<file path="config.mk">
export PLATFORM = sky130hd
export DESIGN_NAME = command_frame_receiver_unit
export DESIGN_NICKNAME = d
export VERILOG_FILES = /design/src/sv/cfr_pkg.sv /design/src/sv/cfr_cfg_regs.sv /design/src/sv/cfr_core.sv /design/src/sv/cfr_out_fifo.sv /design/src/sv/command_frame_receiver_unit.sv
export SDC_FILE = /design/constraint.sdc
export NUM_CORES = 1
export LEC_CHECK = 0
export ABC_AREA = 1
export ABC_CLOCK_PERIOD_IN_PS = 4700
export BUFFER_PORTS_ARGS = -buffer_cell sky130_fd_sc_hd__buf_2
export CORE_MARGIN = 5
export CORE_UTILIZATION = 35
export DETAILED_ROUTE_END_ITERATION = 16
export HOLD_SLACK_MARGIN = 0.12
export PLACE_DENSITY = 0.58
export SLEW_MARGIN = 20
export SYNTH_ARGS = -nofsm -noshare
export SYNTH_HDL_FRONTEND = slang
export SYNTH_SLANG_ARGS = --single-unit
</file>
<file path="constraint.sdc">
create_clock -name i_clk -period 4.7 [get_ports i_clk]
set_input_delay 0.94 -clock i_clk [delete_from_list [all_inputs] [get_ports i_clk]]
set_output_delay 0.94 -clock i_clk [all_outputs]
set_load 0.1 [all_outputs]
</file>
<file path="src/sv/cfr_pkg.sv">
// Shared types, codes and reset values for the command frame receiver.
`default_nettype none

package cfr_pkg;

    localparam int unsigned BYTE_W    = 8;
    localparam int unsigned TICK_W    = 16;
    localparam int unsigned ELAPSED_W = 17;
    localparam int unsigned CFG_IDX_W = 3;
    localparam int unsigned CFG_DAT_W = 16;

    localparam logic [ELAPSED_W-1:0] ELAPSED_MAX = '1;

    // register indexes
    localparam logic [CFG_IDX_W-1:0] REG_START_MARK  = 3'd0;
    localparam logic [CFG_IDX_W-1:0] REG_OPEN_MARK   = 3'd1;
    localparam logic [CFG_IDX_W-1:0] REG_END_MARK    = 3'd2;
    localparam logic [CFG_IDX_W-1:0] REG_CSUM_EN     = 3'd3;
    localparam logic [CFG_IDX_W-1:0] REG_TERM_OFFSET = 3'd4;
    localparam logic [CFG_IDX_W-1:0] REG_ZERO_OFFSET = 3'd5;
    localparam logic [CFG_IDX_W-1:0] REG_MAX_LENGTH  = 3'd6;
    localparam logic [CFG_IDX_W-1:0] REG_TIMEOUT     = 3'd7;

    // reset values
    localparam logic [BYTE_W-1:0] RST_START_MARK  = 8'd67;
    localparam logic [BYTE_W-1:0] RST_OPEN_MARK   = 8'd58;
    localparam logic [BYTE_W-1:0] RST_END_MARK    = 8'h3B;
    localparam logic              RST_CSUM_EN     = 1'b1;
    localparam logic [BYTE_W-1:0] RST_TERM_OFFSET = 8'd1;
    localparam logic [BYTE_W-1:0] RST_ZERO_OFFSET = 8'd1;
    localparam logic [BYTE_W-1:0] RST_MAX_LENGTH  = 8'd64;
    localparam logic [TICK_W-1:0] RST_TIMEOUT     = 16'd1000;

    // input kinds
    localparam logic KIND_BYTE = 1'b0;
    localparam logic KIND_TICK = 1'b1;

    // result kinds
    localparam logic OUT_PAYLOAD = 1'b0;
    localparam logic OUT_END     = 1'b1;

    // frame status
    localparam logic [1:0] ST_OK       = 2'd0;
    localparam logic [1:0] ST_CSUM_ERR = 2'd1;
    localparam logic [1:0] ST_TOO_LONG = 2'd2;
    localparam logic [1:0] ST_TIMEOUT  = 2'd3;

    typedef struct packed {
        logic [BYTE_W-1:0] start_mark;
        logic [BYTE_W-1:0] open_mark;
        logic [BYTE_W-1:0] end_mark;
        logic              checksum_enable;
        logic [BYTE_W-1:0] term_offset;
        logic [BYTE_W-1:0] zero_offset;
        logic [BYTE_W-1:0] max_length;
        logic [TICK_W-1:0] timeout_ticks;
    } t_cfg;

    typedef struct packed {
        logic              out_kind;
        logic [BYTE_W-1:0] payload;
        logic [1:0]        status;
    } t_result;

    typedef enum logic [2:0] {
        PH_IDLE  = 3'b001,
        PH_ARMED = 3'b010,
        PH_FRAME = 3'b100
    } t_phase;

endpackage

`default_nettype wire

</file>
<file path="src/sv/cfr_cfg_regs.sv">
// Configuration register file for the command frame receiver.
`default_nettype none

module cfr_cfg_regs (
    input  wire                              i_clk,
    input  wire                              i_rst_n,
    input  wire                              i_cfg_we,
    input  wire  [cfr_pkg::CFG_IDX_W-1:0]    i_cfg_idx,
    input  wire  [cfr_pkg::CFG_DAT_W-1:0]    i_cfg_data,
    output cfr_pkg::t_cfg                    o_cfg
);
    import cfr_pkg::*;

    t_cfg r_cfg;

    always_ff @(posedge i_clk) begin
        if (!i_rst_n) begin
            r_cfg.start_mark      <= RST_START_MARK;
            r_cfg.open_mark       <= RST_OPEN_MARK;
            r_cfg.end_mark        <= RST_END_MARK;
            r_cfg.checksum_enable <= RST_CSUM_EN;
            r_cfg.term_offset     <= RST_TERM_OFFSET;
            r_cfg.zero_offset     <= RST_ZERO_OFFSET;
            r_cfg.max_length      <= RST_MAX_LENGTH;
            r_cfg.timeout_ticks   <= RST_TIMEOUT;
        end else if (i_cfg_we) begin
            case (i_cfg_idx)
                REG_START_MARK:  r_cfg.start_mark      <= i_cfg_data[BYTE_W-1:0];
                REG_OPEN_MARK:   r_cfg.open_mark       <= i_cfg_data[BYTE_W-1:0];
                REG_END_MARK:    r_cfg.end_mark        <= i_cfg_data[BYTE_W-1:0];
                REG_CSUM_EN:     r_cfg.checksum_enable <= i_cfg_data[0];
                REG_TERM_OFFSET: r_cfg.term_offset     <= i_cfg_data[BYTE_W-1:0];
                REG_ZERO_OFFSET: r_cfg.zero_offset     <= i_cfg_data[BYTE_W-1:0];
                REG_MAX_LENGTH:  r_cfg.max_length      <= i_cfg_data[BYTE_W-1:0];
                REG_TIMEOUT:     r_cfg.timeout_ticks   <= i_cfg_data[TICK_W-1:0];
                default: ;
            endcase
        end
    end

    assign o_cfg = r_cfg;

endmodule

`default_nettype wire

</file>
<file path="src/sv/cfr_core.sv">
// Input register and frame state machine of the command frame receiver.
`default_nettype none

module cfr_core (
    input  wire                            i_clk,
    input  wire                            i_rst_n,
    input  cfr_pkg::t_cfg                  i_cfg,
    input  wire                            i_in_valid,
    output logic                           o_in_ready,
    input  wire                            i_kind,
    input  wire  [cfr_pkg::BYTE_W-1:0]     i_rx_byte,
    input  wire                            i_res_full,
    output logic                           o_res_push,
    output cfr_pkg::t_result               o_res
);
    import cfr_pkg::*;

    logic                 r_in_valid;
    logic                 r_in_kind;
    logic [BYTE_W-1:0]    r_in_byte;

    t_phase               r_phase, n_phase;
    logic [BYTE_W-1:0]    r_count, n_count;
    logic [BYTE_W-1:0]    r_sum, n_sum;
    logic [BYTE_W-1:0]    r_held, n_held;
    logic [ELAPSED_W-1:0] r_elapsed, n_elapsed;

    logic                 advance;
    logic                 res_valid;
    t_result              res;
    logic [ELAPSED_W-1:0] elapsed_inc;
    logic [BYTE_W-1:0]    csum;
    logic [BYTE_W-1:0]    count_inc;

    assign advance    = r_in_valid && !i_res_full;
    assign o_in_ready = !r_in_valid || advance;

    always_ff @(posedge i_clk) begin
        if (!i_rst_n) begin
            r_in_valid <= 1'b0;
        end else if (o_in_ready) begin
            r_in_valid <= i_in_valid;
        end
    end

    always_ff @(posedge i_clk) begin
        if (o_in_ready && i_in_valid) begin
            r_in_kind <= i_kind;
            r_in_byte <= i_rx_byte;
        end
    end

    assign elapsed_inc = (r_elapsed == ELAPSED_MAX) ? r_elapsed : r_elapsed + 1'b1;
    assign count_inc   = r_count + 1'b1;

    always_comb begin
        csum = r_sum;
        if (csum == i_cfg.end_mark) begin
            csum = csum + i_cfg.term_offset;
        end
        if (csum == '0) begin
            csum = csum + i_cfg.zero_offset;
        end
    end

    always_comb begin
        n_phase   = r_phase;
        n_count   = r_count;
        n_sum     = r_sum;
        n_held    = r_held;
        n_elapsed = r_elapsed;
        res_valid = 1'b0;
        res       = '{out_kind: OUT_PAYLOAD, payload: '0, status: ST_OK};

        if (r_in_kind == KIND_TICK) begin
            if (r_phase == PH_ARMED || r_phase == PH_FRAME) begin
                n_elapsed = elapsed_inc;
                if (elapsed_inc > {1'b0, i_cfg.timeout_ticks}) begin
                    n_phase      = PH_IDLE;
                    n_count      = '0;
                    n_sum        = '0;
                    n_held       = '0;
                    res_valid    = 1'b1;
                    res.out_kind = OUT_END;
                    res.status   = ST_TIMEOUT;
                end
            end
        end else begin
            case (r_phase)
                PH_ARMED: begin
                    n_phase = (r_in_byte == i_cfg.open_mark) ? PH_FRAME : PH_IDLE;
                    n_count = '0;
                    n_sum   = '0;
                    n_held  = '0;
                end
                PH_FRAME: begin
                    if (r_count >= i_cfg.max_length) begin
                        n_phase      = PH_IDLE;
                        n_count      = '0;
                        n_sum        = '0;
                        n_held       = '0;
                        res_valid    = 1'b1;
                        res.out_kind = OUT_END;
                        res.status   = ST_TOO_LONG;
                    end else if (r_in_byte == i_cfg.end_mark) begin
                        n_phase      = PH_IDLE;
                        n_count      = '0;
                        n_sum        = '0;
                        n_held       = '0;
                        res_valid    = 1'b1;
                        res.out_kind = OUT_END;
                        if (i_cfg.checksum_enable && r_count != '0 && csum != r_held) begin
                            res.status = ST_CSUM_ERR;
                        end
                    end else if (!i_cfg.checksum_enable) begin
                        n_count     = count_inc;
                        n_sum       = r_sum + r_in_byte;
                        n_held      = r_in_byte;
                        res_valid   = 1'b1;
                        res.payload = r_in_byte;
                    end else begin
                        if (r_count != '0) begin
                            n_sum       = r_sum + r_held;
                            res_valid   = 1'b1;
                            res.payload = r_held;
                        end
                        n_held  = r_in_byte;
                        n_count = count_inc;
                    end
                end
                default: begin
                    if (r_in_byte == i_cfg.start_mark) begin
                        n_phase   = PH_ARMED;
                        n_count   = '0;
                        n_sum     = '0;
                        n_held    = '0;
                        n_elapsed = '0;
                    end
                end
            endcase
        end
    end

    always_ff @(posedge i_clk) begin
        if (!i_rst_n) begin
            r_phase   <= PH_IDLE;
            r_count   <= '0;
            r_sum     <= '0;
            r_held    <= '0;
            r_elapsed <= '0;
        end else if (advance) begin
            r_phase   <= n_phase;
            r_count   <= n_count;
            r_sum     <= n_sum;
            r_held    <= n_held;
            r_elapsed <= n_elapsed;
        end
    end

    assign o_res_push = advance && res_valid;
    assign o_res      = res;

    // a payload item never carries a status, an end record never carries data
    a_payload_status: assert property (@(posedge i_clk) disable iff (!i_rst_n)
        o_res_push && o_res.out_kind == OUT_PAYLOAD |-> o_res.status == ST_OK)
        else $error("payload item with nonzero status");

    a_end_no_data: assert property (@(posedge i_clk) disable iff (!i_rst_n)
        o_res_push && o_res.out_kind == OUT_END |-> o_res.payload == '0)
        else $error("end record with nonzero payload");

    // every end record leaves the receiver idle
    a_end_goes_idle: assert property (@(posedge i_clk) disable iff (!i_rst_n)
        o_res_push && o_res.out_kind == OUT_END |=> r_phase == PH_IDLE)
        else $error("receiver not idle after end record");

    // nothing is produced while idle
    a_idle_silent: assert property (@(posedge i_clk) disable iff (!i_rst_n)
        advance && r_phase == PH_IDLE |-> !res_valid)
        else $error("result produced while idle");

    // state only moves when an item is processed
    a_state_hold: assert property (@(posedge i_clk) disable iff (!i_rst_n)
        !advance |=> $stable(r_phase) && $stable(r_count) && $stable(r_elapsed))
        else $error("state changed without an item");

endmodule

`default_nettype wire

</file>
<file path="src/sv/cfr_out_fifo.sv">
// Two-entry result buffer between the frame logic and the output channel.
`default_nettype none

module cfr_out_fifo (
    input  wire                           i_clk,
    input  wire                           i_rst_n,
    input  wire                           i_push,
    input  cfr_pkg::t_result              i_res,
    output logic                          o_full,
    output logic                          o_out_valid,
    input  wire                           i_out_ready,
    output logic                          o_out_kind,
    output logic [cfr_pkg::BYTE_W-1:0]    o_payload,
    output logic [1:0]                    o_status
);
    import cfr_pkg::*;

    t_result     r_mem [2];
    logic        r_wr_ptr;
    logic        r_rd_ptr;
    logic [1:0]  r_cnt;
    logic        pop;
    t_result     head;

    assign pop         = o_out_valid && i_out_ready;
    assign o_out_valid = (r_cnt != 2'd0);
    assign o_full      = (r_cnt == 2'd2);

    always_ff @(posedge i_clk) begin
        if (i_push) begin
            r_mem[r_wr_ptr] <= i_res;
        end
    end

    always_ff @(posedge i_clk) begin
        if (!i_rst_n) begin
            r_wr_ptr <= 1'b0;
            r_rd_ptr <= 1'b0;
            r_cnt    <= 2'd0;
        end else begin
            if (i_push) begin
                r_wr_ptr <= ~r_wr_ptr;
            end
            if (pop) begin
                r_rd_ptr <= ~r_rd_ptr;
            end
            case ({i_push, pop})
                2'b10:   r_cnt <= r_cnt + 2'd1;
                2'b01:   r_cnt <= r_cnt - 2'd1;
                default: r_cnt <= r_cnt;
            endcase
        end
    end

    assign head       = r_mem[r_rd_ptr];
    assign o_out_kind = head.out_kind;
    assign o_payload  = head.payload;
    assign o_status   = head.status;

endmodule

`default_nettype wire

</file>
<file path="src/sv/command_frame_receiver_unit.sv">
// Top level of the command frame receiver.
//
// Input channel: i_in_valid / o_in_ready carry one item: i_kind 0 is a received
// byte in i_rx_byte, i_kind 1 is one time tick. Output channel: o_out_valid /
// i_out_ready carry payload bytes (o_out_kind 0) and frame end records
// (o_out_kind 1, o_status 0 ok, 1 checksum error, 2 too long, 3 timeout).
// Registers are written through i_cfg_we / i_cfg_idx / i_cfg_data; the user
// must write them only while the block is idle, which the block does not enforce.
// An accepted item is held in the input register, evaluated by the frame
// state logic and its result, if any, is written into a two-entry output
// buffer, from which it is offered on the output channel.
// One item per cycle is sustained while the output side keeps up. When the
// receiver stalls, up to two results plus one item in the input register are
// held; o_in_ready drops only when the output buffer is full and the input
// register is occupied. Synchronous reset empties both stages, returns the
// receiver to idle and loads the register defaults.
`default_nettype none

module command_frame_receiver_unit (
    input  wire                             i_clk,
    input  wire                             i_rst_n,
    input  wire                             i_cfg_we,
    input  wire  [cfr_pkg::CFG_IDX_W-1:0]   i_cfg_idx,
    input  wire  [cfr_pkg::CFG_DAT_W-1:0]   i_cfg_data,
    input  wire                             i_in_valid,
    output logic                            o_in_ready,
    input  wire                             i_kind,
    input  wire  [cfr_pkg::BYTE_W-1:0]      i_rx_byte,
    output logic                            o_out_valid,
    input  wire                             i_out_ready,
    output logic                            o_out_kind,
    output logic [cfr_pkg::BYTE_W-1:0]      o_payload,
    output logic [1:0]                      o_status
);
    import cfr_pkg::*;

    t_cfg    cfg;
    t_result res;
    logic    res_push;
    logic    res_full;

    cfr_cfg_regs u_cfg (
        .i_clk      (i_clk),
        .i_rst_n    (i_rst_n),
        .i_cfg_we   (i_cfg_we),
        .i_cfg_idx  (i_cfg_idx),
        .i_cfg_data (i_cfg_data),
        .o_cfg      (cfg)
    );

    cfr_core u_core (
        .i_clk      (i_clk),
        .i_rst_n    (i_rst_n),
        .i_cfg      (cfg),
        .i_in_valid (i_in_valid),
        .o_in_ready (o_in_ready),
        .i_kind     (i_kind),
        .i_rx_byte  (i_rx_byte),
        .i_res_full (res_full),
        .o_res_push (res_push),
        .o_res      (res)
    );

    cfr_out_fifo u_out (
        .i_clk       (i_clk),
        .i_rst_n     (i_rst_n),
        .i_push      (res_push),
        .i_res       (res),
        .o_full      (res_full),
        .o_out_valid (o_out_valid),
        .i_out_ready (i_out_ready),
        .o_out_kind  (o_out_kind),
        .o_payload   (o_payload),
        .o_status    (o_status)
    );

endmodule

`default_nettype wire
</file>
After elaboration in Yosys (flattened, before gate mapping). Memories as Yosys holds them, arrays and structs flattened. A register that Yosys moved wholly into a read port is not among the register bits. Cells that the tools add are included.

Register bits after elaboration: 123. Bits in latches: 0. Bits in writable memories: 22. Memory bits (read-only): 0. Logic and storage cells: 145. Memories kept: 1.

$add $sub $neg: 8. $mul: 0. Divide/modulo/power cells: 0. Magnitude comparators: 2. Eq/ne operators: 23. Shift operators: 0. Multiplexer cells: 60. Bitwise operators: 2. Reductions and logical operators: 30.

Memories: u_out.r_mem (depth 2, bits a word 11, read ports 1, clocked after Yosys merged registers in 1, write ports 1, line cfr_out_fifo.sv:18) `t_result r_mem [2];`.

Operators with widths (number): $mux W8 (21); $mux W17 (5); $pmux W8 S2 (3); $add A8 B8 Y8 (4); $eq A8 B8 Y1 (4); $mux W3 (7); $add A17 B1 Y17 const B (1); $eq A17 B17 Y1 const B (1); $gt A17 B16 Y1 (1); $mux W1 (17); $reduce_and A2 Y1 (8); $eq A3 B3 Y1 const B (5); $mux W11 (1); $reduce_and A5 Y1 (2); $eq A3 B2 Y1 const B (3); $add A8 B1 Y8 const B (1); $ge A8 B8 Y1 (1); $logic_not A8 Y1 (1); $mux W2 (4); $ne A8 B8 Y1 (1); $reduce_and A4 Y1 (2); $reduce_bool A8 Y1 (1); $logic_and A1 B1 Y1 (6); $ne A6 B5 Y1 const B (1); 17 further kinds (24).

Longest topological paths before layout. Gate-level depths: netlist of the first run.

Depth after elaboration: 11. Gate-level depth with buffers: 27.

Modules after synthesis. From an unflattened synthesis of the first run, not the netlist that was laid out.

Cells, all modules: 1288. Area total of the unflattened synthesis: 8916.1 um^2.

Modules (own cells, without submodules): cfr_core (instances 1, cells an instance 859, area an instance 5342.6 um^2, sequential area each 1171.1 um^2); cfr_cfg_regs (instances 1, cells an instance 359, area an instance 2504.9 um^2, sequential area each 1301.2 um^2); cfr_out_fifo (instances 1, cells an instance 70, area an instance 1068.5 um^2, sequential area each 760.7 um^2).

Worst setup path after synthesis of the first run. Ideal clock, no wire load.

Path type: register to register. Start: register u_core.r_elapsed[0]. End: memory u_out.r_mem[1][0] in the netlist's numbering, enable pin. Setup time: 0.380 ns. Arrival: 3.179 ns. Setup slack: 1.141 ns. Cell stages (with the launch flop): 22. Cells stage by stage: dfxtp_1 > ha_1 > nand3_2 > nor3_2 > nand2_2 > nor2_4 > nand2_1 > nor2_1 > inv_1 > nand4_1 > nor2_1 > xor2_1 > ha_1 > nand2_1 > nand3b_1 > nor2_1 > nand3_1 > nand3_2 > nand3_1 > nand2_1 > nand2_1 > nor2_1.

Word-level cells in the longest chain between the ends: 9. Elaborated cells on any way between the ends: 10. Those cells by class: 1 x add/sub; 1 x order compare; 1 x eq/ne; 6 x mux; 1 x reduce/logical.

Ends and longest elaborated chain: start, declared (line cfr_core.sv:26) `logic [ELAPSED_W-1:0] r_elapsed, n_elapsed;`; start signal, assigned (line cfr_core.sv:156) `r_elapsed <= n_elapsed;`; $add A17 B1 Y17 / $eq A17 B17 Y1 (equally long branches) (line cfr_core.sv:53) `assign elapsed_inc = (r_elapsed == ELAPSED_MAX) ? r_elapsed : r_elapsed + 1'b1;`; $mux W17 (*) (line cfr_core.sv:53); $gt A17 B16 Y1 (*) (line cfr_core.sv:78) `if (elapsed_inc > {1'b0, i_cfg.timeout_ticks}) begin`; $mux W1 (*) (line cfr_core.sv:78); $mux W1 (*) (line cfr_core.sv:76) `if (r_phase == PH_ARMED || r_phase == PH_FRAME) begin`; $mux W1 (*) (line cfr_core.sv:75) `if (r_in_kind == KIND_TICK) begin`; $logic_and A1 B1 Y1 (*) (line cfr_core.sv:160) `assign o_res_push = advance && res_valid;`; $mux W1 (*) (line cfr_out_fifo.sv:30) `if (i_push) begin`; $mux W1 (implied by the code) (*) (line cfr_out_fifo.sv:31) `r_mem[r_wr_ptr] <= i_res;`; end, declared (line cfr_out_fifo.sv:18).

Mark *: on every way between the ends. The rest lies on a longest branch, timed or not.

Worst setup path after layout of the first run.
Start: register u_core.r_elapsed[0]. End: register u_out.r_cnt[1].

Word-level cells in the longest chain between the ends: 9. Elaborated cells on any way between the ends: 12. Those cells by class: 1 x add/sub; 1 x order compare; 3 x eq/ne; 5 x mux; 2 x reduce/logical.

Ends and longest elaborated chain: $add A17 B1 Y17 / $eq A17 B17 Y1 (equally long branches) (line cfr_core.sv:53); $mux W17 (*) (line cfr_core.sv:53); $gt A17 B16 Y1 (*) (line cfr_core.sv:78); $mux W1 (*) (line cfr_core.sv:78); $mux W1 (*) (line cfr_core.sv:76); $mux W1 (*) (line cfr_core.sv:75); $logic_and A1 B1 Y1 (*) (line cfr_core.sv:160); $eq A2 B1 Y1 / $eq A2 B2 Y1 (equally long branches) (line cfr_out_fifo.sv:47) `case ({i_push, pop})`; $pmux W2 S2 / $reduce_bool A2 Y1 (equally long branches); end signal, assigned (line cfr_out_fifo.sv:48) `2'b10: r_cnt <= r_cnt + 2'd1;`; end signal, assigned (line cfr_out_fifo.sv:49) `2'b01: r_cnt <= r_cnt - 2'd1;`; end signal, assigned (line cfr_out_fifo.sv:50) `default: r_cnt <= r_cnt;`; end, declared (line cfr_out_fifo.sv:21) `logic [1:0] r_cnt;`.

Marked as above. A chain may end at the register's enable or synchronous reset.

==> metrics.md, run 1 <==
| Metric | Value |
|---|---|
| Status | finished, final reports clean |
| Req. time, crit path | 5060 ps |
| Seq/Total Area, Yosys | 0.3650 |
| Most common cell after layout, fill and taps aside | nand2_1 |
| PD cells | 284.8 nW/µm² |
| Post-DP Area | 9365 µm² |
| Root Driver | clkbuf_16 |
| # fillers | 2615 |
| Sequential share of power | 0.469 |
| Die H | 169.1 µm |
| Synth cell types | 50 |
| CP arrival | 4320 ps |
| Post-cts sizing count | 0 |
| Ys Warns | 0 |
| Reg area | between 3000 and 4000 µm² |
| GR Overflow Total | 0 |
| Endpoint type of the worst setup path | register |
| Final ANT Viol Nets | 0 |
| DR DRC count | 0 |
| Worst path max stage delay | 390 ps |
| CTS max path bufs | 2 |
| NetSw | 744.0 µW |
| RePlAce Congestion | 0.8968 |
| CP dominant cell by count | nand2_1 |
| Sw Ratio | 0.2631 |
| Starting DRT DRC Count | between 500 and 600 |
| CP Depth | 26 |
| Reg2reg end | u_out.r_cnt[1]$_SDFFE_PN0P_ |
| Share of the synthesized area in the top cell type | 0.2599 |
| Pleak | between 0.004 and 0.005 µW |
| Setup bufs post-CTS | 0 |
| Largest net degree at the start of global routing | slightly below 80 |
| Routed vias | 7665 |
| Routing usage on met2 | 0.2567 |
| Asr flop ratio synth | 0 |
| Mean Syn Cell Area | around 7.4 µm² |
| Hold/Removal Path Class | register to register |
| Clock sink total | between 100 and 150 |
| Final worst path period share | 0.8424 |
| # setup viols final | 0 |
| Peak VDD IR | 0.2415 mV |
| Clock transition at path regs | 60 ps |
| Flops & latches, synth | 146 |
| Crit path from | u_core.r_elapsed[0]$_SDFFE_PN0P_ |
| Hold slack | 454.1 ps |
| Met1 Track Usage GR | 0.2308 |
| CP Max Fanout | 5 |
| Cell taking the most area after synthesis | dfxtp_1 |
| Worst Tran Pin Value | around 930 ps |
| Cell area after layout | around 10000 µm² |
| Row Count | 58 |
| Synth-to-layout area growth | 12.09% |
| Final net count | 1332 |
| Mapped Area | about 8900 µm² |
| Main synth FF type | dfxtp_1 |
| GRT Util Overall | 0.1629 |
| RSZ-0062 raised after global routing | no |
| Max Slew Vio Count | 0 |
| First-pass GRT wire length | 37670 µm |
| DR pass1 iterations | 5 |
| Worst setup path end | u_out.r_cnt[1]$_SDFFE_PN0P_ |
| Buf+Inv Stages, Crit Path | 2 |
| CTS tree | yes |
| Final Hold Vio Count | 0 |
| Initial Util | 0.3538 |
| Post-route clock skew | 10.24 ps |
| Core area | 25040 µm² |
| R2R Path Start | u_core.r_elapsed[0]$_SDFFE_PN0P_ |
| R2R depth | 26 |
| Routing usage on met3 | 0.02779 |
| IO Port Bufs | 45 |
| H-Tree Depth | 4 |
| P_int | 2084 µW |
| Clk network pwr share | 0.472 |
| Critical path launch point type | register |
| Final HPWL DP | around 17000 µm |
| WL final | about 23000 µm |
| Slowest cell on crit path | dfxtp_1 |
| Reg-to-reg setup timing slack | 740 ps |
| Commonest cells after routing, fill and taps aside | 277 x nand2_1, 151 x inv_1, 128 x nor2_1 |
| Die width | 169.1 µm |
| Post-Syn Instances | ~1200 |
| WL per Instance | ~14 µm |
| Num CTS Buffers | 17 |
| Die Footprint | about 29000 µm² |
| Mapped Nets | ~1300 |
| Logic pwr share | 0.060 |
| Proportion of layout cells with a drive suffix above 1 | 0.1207 |
| Post-route minimum period | 3959 ps |
| Multi-input gate area in the final layout | 4848 µm² |
| Crit path kind | register to register |
| Setup TNS | 0 ps |
| Vias/cell | 4.824 |
| Clk_lat worst skew | ~430 ps |
| Max cap viols | 0 |
| N_diodes | 0 |
| Vias in the first global route | 7147 |
| Top Usage Layer GRT | met2 |
| Synth area leaders | dfxtp_1 26%, nand2_1 12%, edfxtp_1 11%, ha_1 7.1%, inv_1 6.4% |
| Post-synth EDFFs | 31 |
| Initial antenna violation count | 0 |
| Worst relative slew slack | 0.3767 |
| I/O pin cnt | 46 |
| Critical path's top delay family | simple AND/OR/NAND/NOR gates |
| Hold_buf cts | 0 |
| Fmax | 252.6 MHz |
[synth_stat cells, types with 14 or more instances]
master,instances
clkbuf_1,14
nand2_2,14
xor2_1,17
o21ai_0,77
edfxtp_1,31
nand4_1,27
nand2_1,277
inv_1,151
ha_1,50
dfxtp_1,115
a21oi_1,78
nor2_1,128
xnor2_1,23
nor3_1,15
nand3_1,69
[per-stage QoR]
stage,utilization,worst slack (ps),cells,total power [µW]
floorplan,-,1141,1204,1461
global placement,0.3741,876.1,1557,1519
CTS,0.3966,741.2,1589,2843
finish,0.3966,740.7,1589,2828
detailed placement,0.3741,797.8,1557,1521
global route,0.3966,234.0,1589,2923
[worst reg2reg max path, stage by stage (launching register included)]
cell      delay (ps)
dfxtp_1          390
ha_1             220
nand3_2          120
nor3_2           200
nand2_2          110
nor2_4           130
nand2_1           80
nor2_1           170
inv_1             90
nand4_1          150
nor2_1            80
xor2_1           160
ha_1             310
nand2_1           60
nand3b_1         160
nor2_1           120
nand3_1           90
nand3_2           80
nand3_1          170
nand2_1          110
nand2_1          100
ha_1             300
inv_1             80
nand2_1           60
nor2_1           110
o21ai_0           80
a21oi_1          150
[state kept, by name, indices dropped and copies added, names as in the netlist, named ones only]
register / cells
u_out.r_wr_ptr: 1
u_out.r_rd_ptr: 1
u_core.r_in_valid: 1
u_cfg.o_cfg: 65
u_out.r_cnt: 2
u_core.r_in_byte: 8
u_out.r_mem: 22
u_core.r_count: 8
u_core.r_in_kind: 1
u_core.r_phase: 3
u_core.r_elapsed: 17
u_core.r_held: 8
u_core.r_sum: 8
[cell families after synthesis]
kind of cell / share of synthesized area
and+or+nand+nor: 0.2984
AOI/OAI and AO/OA: 0.1179
buffers and inverters: 0.08771
DFF: 0.3650
adders and majority gates: 0.07740
xor gates and xnor gates: 0.03955
muxes: 0.01398
[layout make-up]
cell class	count	share of cell area
clock buffers	19	0.04574
repair buffers	50	0.02646
well taps	330	0.04158
flip-flops and latches	146	0.3256
clock inverters	13	0.01109
inverters	162	0.06124
multi-input cells	869	0.4883
[power groups by stage]
stage | combinational, µW | clock [µW] | sequential (µW)
6_report | 169 | 1330 | 1330
5_1_grt | 192 | 1400 | 1330
4_1_cts | 169 | 1350 | 1320
3_5_place_dp | 168 | 0 | 1350
3_3_place_gp | 167 | 0 | 1350
2_1_floorplan | 120 | 0 | 1340
[worst min-delay path by stage]
stage	from	endpoint	slack, ps	cells after the start
2_1_floorplan	u_out.r_rd_ptr$_SDFFE_PN0P_	register	430	1
3_3_place_gp	u_out.r_rd_ptr$_SDFFE_PN0P_	u_out.r_rd_ptr$_SDFFE_PN0P_	440	1
3_5_place_dp	u_out.r_rd_ptr$_SDFFE_PN0P_	u_out.r_rd_ptr$_SDFFE_PN0P_	450	1
4_1_cts	u_out.r_rd_ptr$_SDFFE_PN0P_	u_out.r_rd_ptr$_SDFFE_PN0P_	460	1
5_1_grt	u_cfg.o_cfg[17]$_SDFFE_PN0P_	u_cfg.o_cfg[17]$_SDFFE_PN0P_	490	2
6_report	u_out.r_rd_ptr$_SDFFE_PN0P_	u_out.r_rd_ptr$_SDFFE_PN0P_	450	1
[layer usage]
layer  up-vias  wire length [µm]
met5         -                 0
met4         0               329
met3        25              1085
met2       157             10070
met1      3455             11390
li1       4028                 -
No activity file was read; power rests on OpenSTA's default activity.
==> run 2, diff against run 1 <==
--- a/config.mk
+++ b/config.mk
@@ -6,7 +6,7 @@
 export NUM_CORES = 1
 export LEC_CHECK = 0
 export ABC_AREA = 1
-export ABC_CLOCK_PERIOD_IN_PS = 4700
+export ABC_CLOCK_PERIOD_IN_PS = 4100
 export BUFFER_PORTS_ARGS = -buffer_cell sky130_fd_sc_hd__buf_2
 export CORE_MARGIN = 5
 export CORE_UTILIZATION = 35
==> constraint.sdc (replaced) <==
create_clock -name i_clk -period 4.1 [get_ports i_clk]
set_input_delay 0.82 -clock i_clk [delete_from_list [all_inputs] [get_ports i_clk]]
set_output_delay 0.82 -clock i_clk [all_outputs]
set_load 0.1 [all_outputs]
==> run 2 against run 1 <==
Utilization rose by 0.40 points. Total power rose by 12%. Clock skew is 3.3 ps higher. Cell area increased by 1.0%. Critical endpoint unchanged. Critical path depth is the same. Critical path type unchanged. Non-clock buffer count up 8. Via count is 0.42% higher. Maximum frequency rose by 5.6%.
==> metrics.md, run 2 (same netlist as run 1, synthesis figures left out) <==
| Metric | Value |
|---|---|
| Hold_buf cts | 0 (unchanged) |
| Peak VDD IR | 0.3041 mV (+26%) |
| Max Slew Vio Count | 0 (unchanged) |
| H-Tree Depth | 4 (unchanged) |
| DR pass1 iterations | 5 (unchanged) |
| Routing usage on met3 | 0.03176 (+0.003970) |
| Routed vias | 7697 (+0.42%) |
| Crit path kind | register to register |
| Top Usage Layer GRT | met2 |
| N_diodes | 0 (unchanged) |
| # setup viols final | 0 (unchanged) |
| Initial antenna violation count | 0 (unchanged) |
| Req. time, crit path | 4450 ps (-610 ps) |
| Endpoint type of the worst setup path | register |
| Max cap viols | 0 (unchanged) |
| RePlAce Congestion | 0.8937 (-0.35%) |
| Final ANT Viol Nets | 0 (unchanged) |
| First-pass GRT wire length | 38040 µm (+0.97%) |
| I/O pin cnt | 46 (unchanged) |
| Post-route minimum period | 3749 ps (-210.2 ps) |
| Initial Util | 0.3538 (unchanged) |
| Most common cell after layout, fill and taps aside | nand2_1 |
| Core area | 25040 µm² (unchanged) |
| Vias/cell | 4.820 (about the same) |
| DR DRC count | 0 (unchanged) |
| Critical path launch point type | register |
| Placed cell count | 1561 (+0.26%) |
| Fin util | 0.4006 (+0.003998) |
| Final net count | 1340 (+0.60%) |
| Final Hold Vio Count | 0 (unchanged) |
| Synth-to-layout area growth | 13.22% |
| Die H | 169.1 µm (unchanged) |
| Worst relative slew slack | 0.3471 (-0.02964) |
| Clock transition at path regs | 60 ps (about the same) |
| Vias in the first global route | 7203 (+0.78%) |
| Post-route clock skew | 13.59 ps (+3.341 ps) |
| Commonest cells after routing, fill and taps aside | 276 x nand2_1, 151 x inv_1, 126 x nor2_1 |
| CP arrival | 4100 ps (-220 ps) |
| CP Max Fanout | 5 (unchanged) |
| Final HPWL DP | 17380 µm (+0.36%) |
| Final worst path period share | 0.9144 (+0.07201) |
| Status | finished, final reports clean |
| WL per Instance | 14.38 µm (-0.11%) |
| Worst Tran Pin Value | 970.4 ps (+36.54 ps) |
| Hold path depth | 1 (unchanged) |
| Starting DRT DRC Count | 492 (-16%) |
| Largest net degree at the start of global routing | 76 (-1.3%) |
| Clk_lat worst skew | 430 ps (about the same) |
| Row Count | 58 (unchanged) |
| CTS tree | yes |
| Routing usage on met2 | 0.2567 (unchanged) |
| Clock sink total | 146 (unchanged) |
| GRT Util Overall | 0.1651 (+0.002178) |
| Met1 Track Usage GR | 0.2378 (+0.007048) |
| GR Overflow Total | 0 (unchanged) |
| Die Footprint | 28590 µm² (unchanged) |
| IO Port Bufs | 45 (unchanged) |
| Pleak | 0.004656 µW (+0.68%) |
| Overall Power | 3171 µW (+12%) |
| Proportion of layout cells with a drive suffix above 1 | 0.1302 (+0.009498) |
| Num CTS Buffers | 17 (unchanged) |
| Fmax | 266.7 MHz (+5.6%) |
| Reg-to-reg setup timing slack | 350 ps (-390 ps) |
| R2R depth | 26 (unchanged) |
| Root Driver | clkbuf_16 |
| CTS max path bufs | 2 (unchanged) |
| Max FFs per register | 65 (unchanged) |
| WL final | 22960 µm (+0.40%) |
| Cell Count, Final, Fillers Out | 1597 (+0.50%) |
| Die width | 169.1 µm (unchanged) |
| PD cells | 316.2 nW/µm² (+11%) |
| Hold/Removal Path Class | register to register |
## run 2: metrics by stage
step | cell area (µm²) | hold WS [ps] | TNS, ps | worst slack (ps)
finish | 10030 | 457.1 | 0 | 350.9
global route | 10030 | 496.3 | -7.735 | -7.735
CTS | 9948 | 458.7 | 0 | 160.1
detailed placement | 9395 | 447.7 | 0 | 194.9
global placement | 9395 | 438.5 | 0 | 288.5
floorplan | 8859 | 426.2 | 0 | 541.0
## run 2: routing by layer
metal | routed length [µm] | vias up
met5 | 0 | -
met4 | 275 | 0
met3 | 1004 | 21
met2 | 10110 | 146
met1 | 11580 | 3499
li1 | - | 4031
## run 2: path summary, 6_finish.rpt
check / startpoint / end
worst max register to register: u_core.r_elapsed[0]$_SDFFE_PN0P_ / u_out.r_cnt[1]$_SDFFE_PN0P_
worst min-delay path: u_out.r_rd_ptr$_SDFFE_PN0P_ / u_out.r_rd_ptr$_SDFFE_PN0P_
worst max-delay path: u_core.r_elapsed[0]$_SDFFE_PN0P_ / u_out.r_cnt[1]$_SDFFE_PN0P_
worst min register to register: u_out.r_rd_ptr$_SDFFE_PN0P_ / u_out.r_rd_ptr$_SDFFE_PN0P_
## run 2: timing repair
item | 4_1_cts | 5_1_grt
buffers inserted | 0 | 4
endpoints found under the setup margin | 0 | 20
resized for setup | 0 | 12
## run 2: area by class of cell
| type | count | area [µm²] |
|---|---|---|
| clock buffer | 18 | 450.4 |
| clock inverter | 14 | 102.6 |
| fill | 2638 | 15010 |
| inverter | 162 | 608.1 |
| multi-input combinational | 869 | 4895 |
| sequential | 146 | 3238 |
| tap | 330 | 412.9 |
| timing repair buffer | 58 | 322.8 |
## run 2: worst max-delay path: stages (launching register included)
cell	delay [ps]
dfxtp_4	370
ha_4	150
nand3_4	90
nor3_4	220
nand2_2	100
nor2_4	130
nand2_1	80
nor2_2	170
inv_1	80
nand4_1	130
nor2_1	70
xor2_1	160
ha_1	310
nand2_1	60
nand3b_1	180
nor2_2	130
nand3_1	90
nand3_2	100
nand3_4	90
nand2_1	90
nand2_2	70
ha_1	290
inv_1	80
nand2_1	50
nor2_1	110
o21ai_0	90
a21oi_1	150
## run 2: report_power, final
part	internal, µW	switching, µW
Clock	812	644
Sequential	1490	27.8
Combinational	67.8	128
Total	2370	800
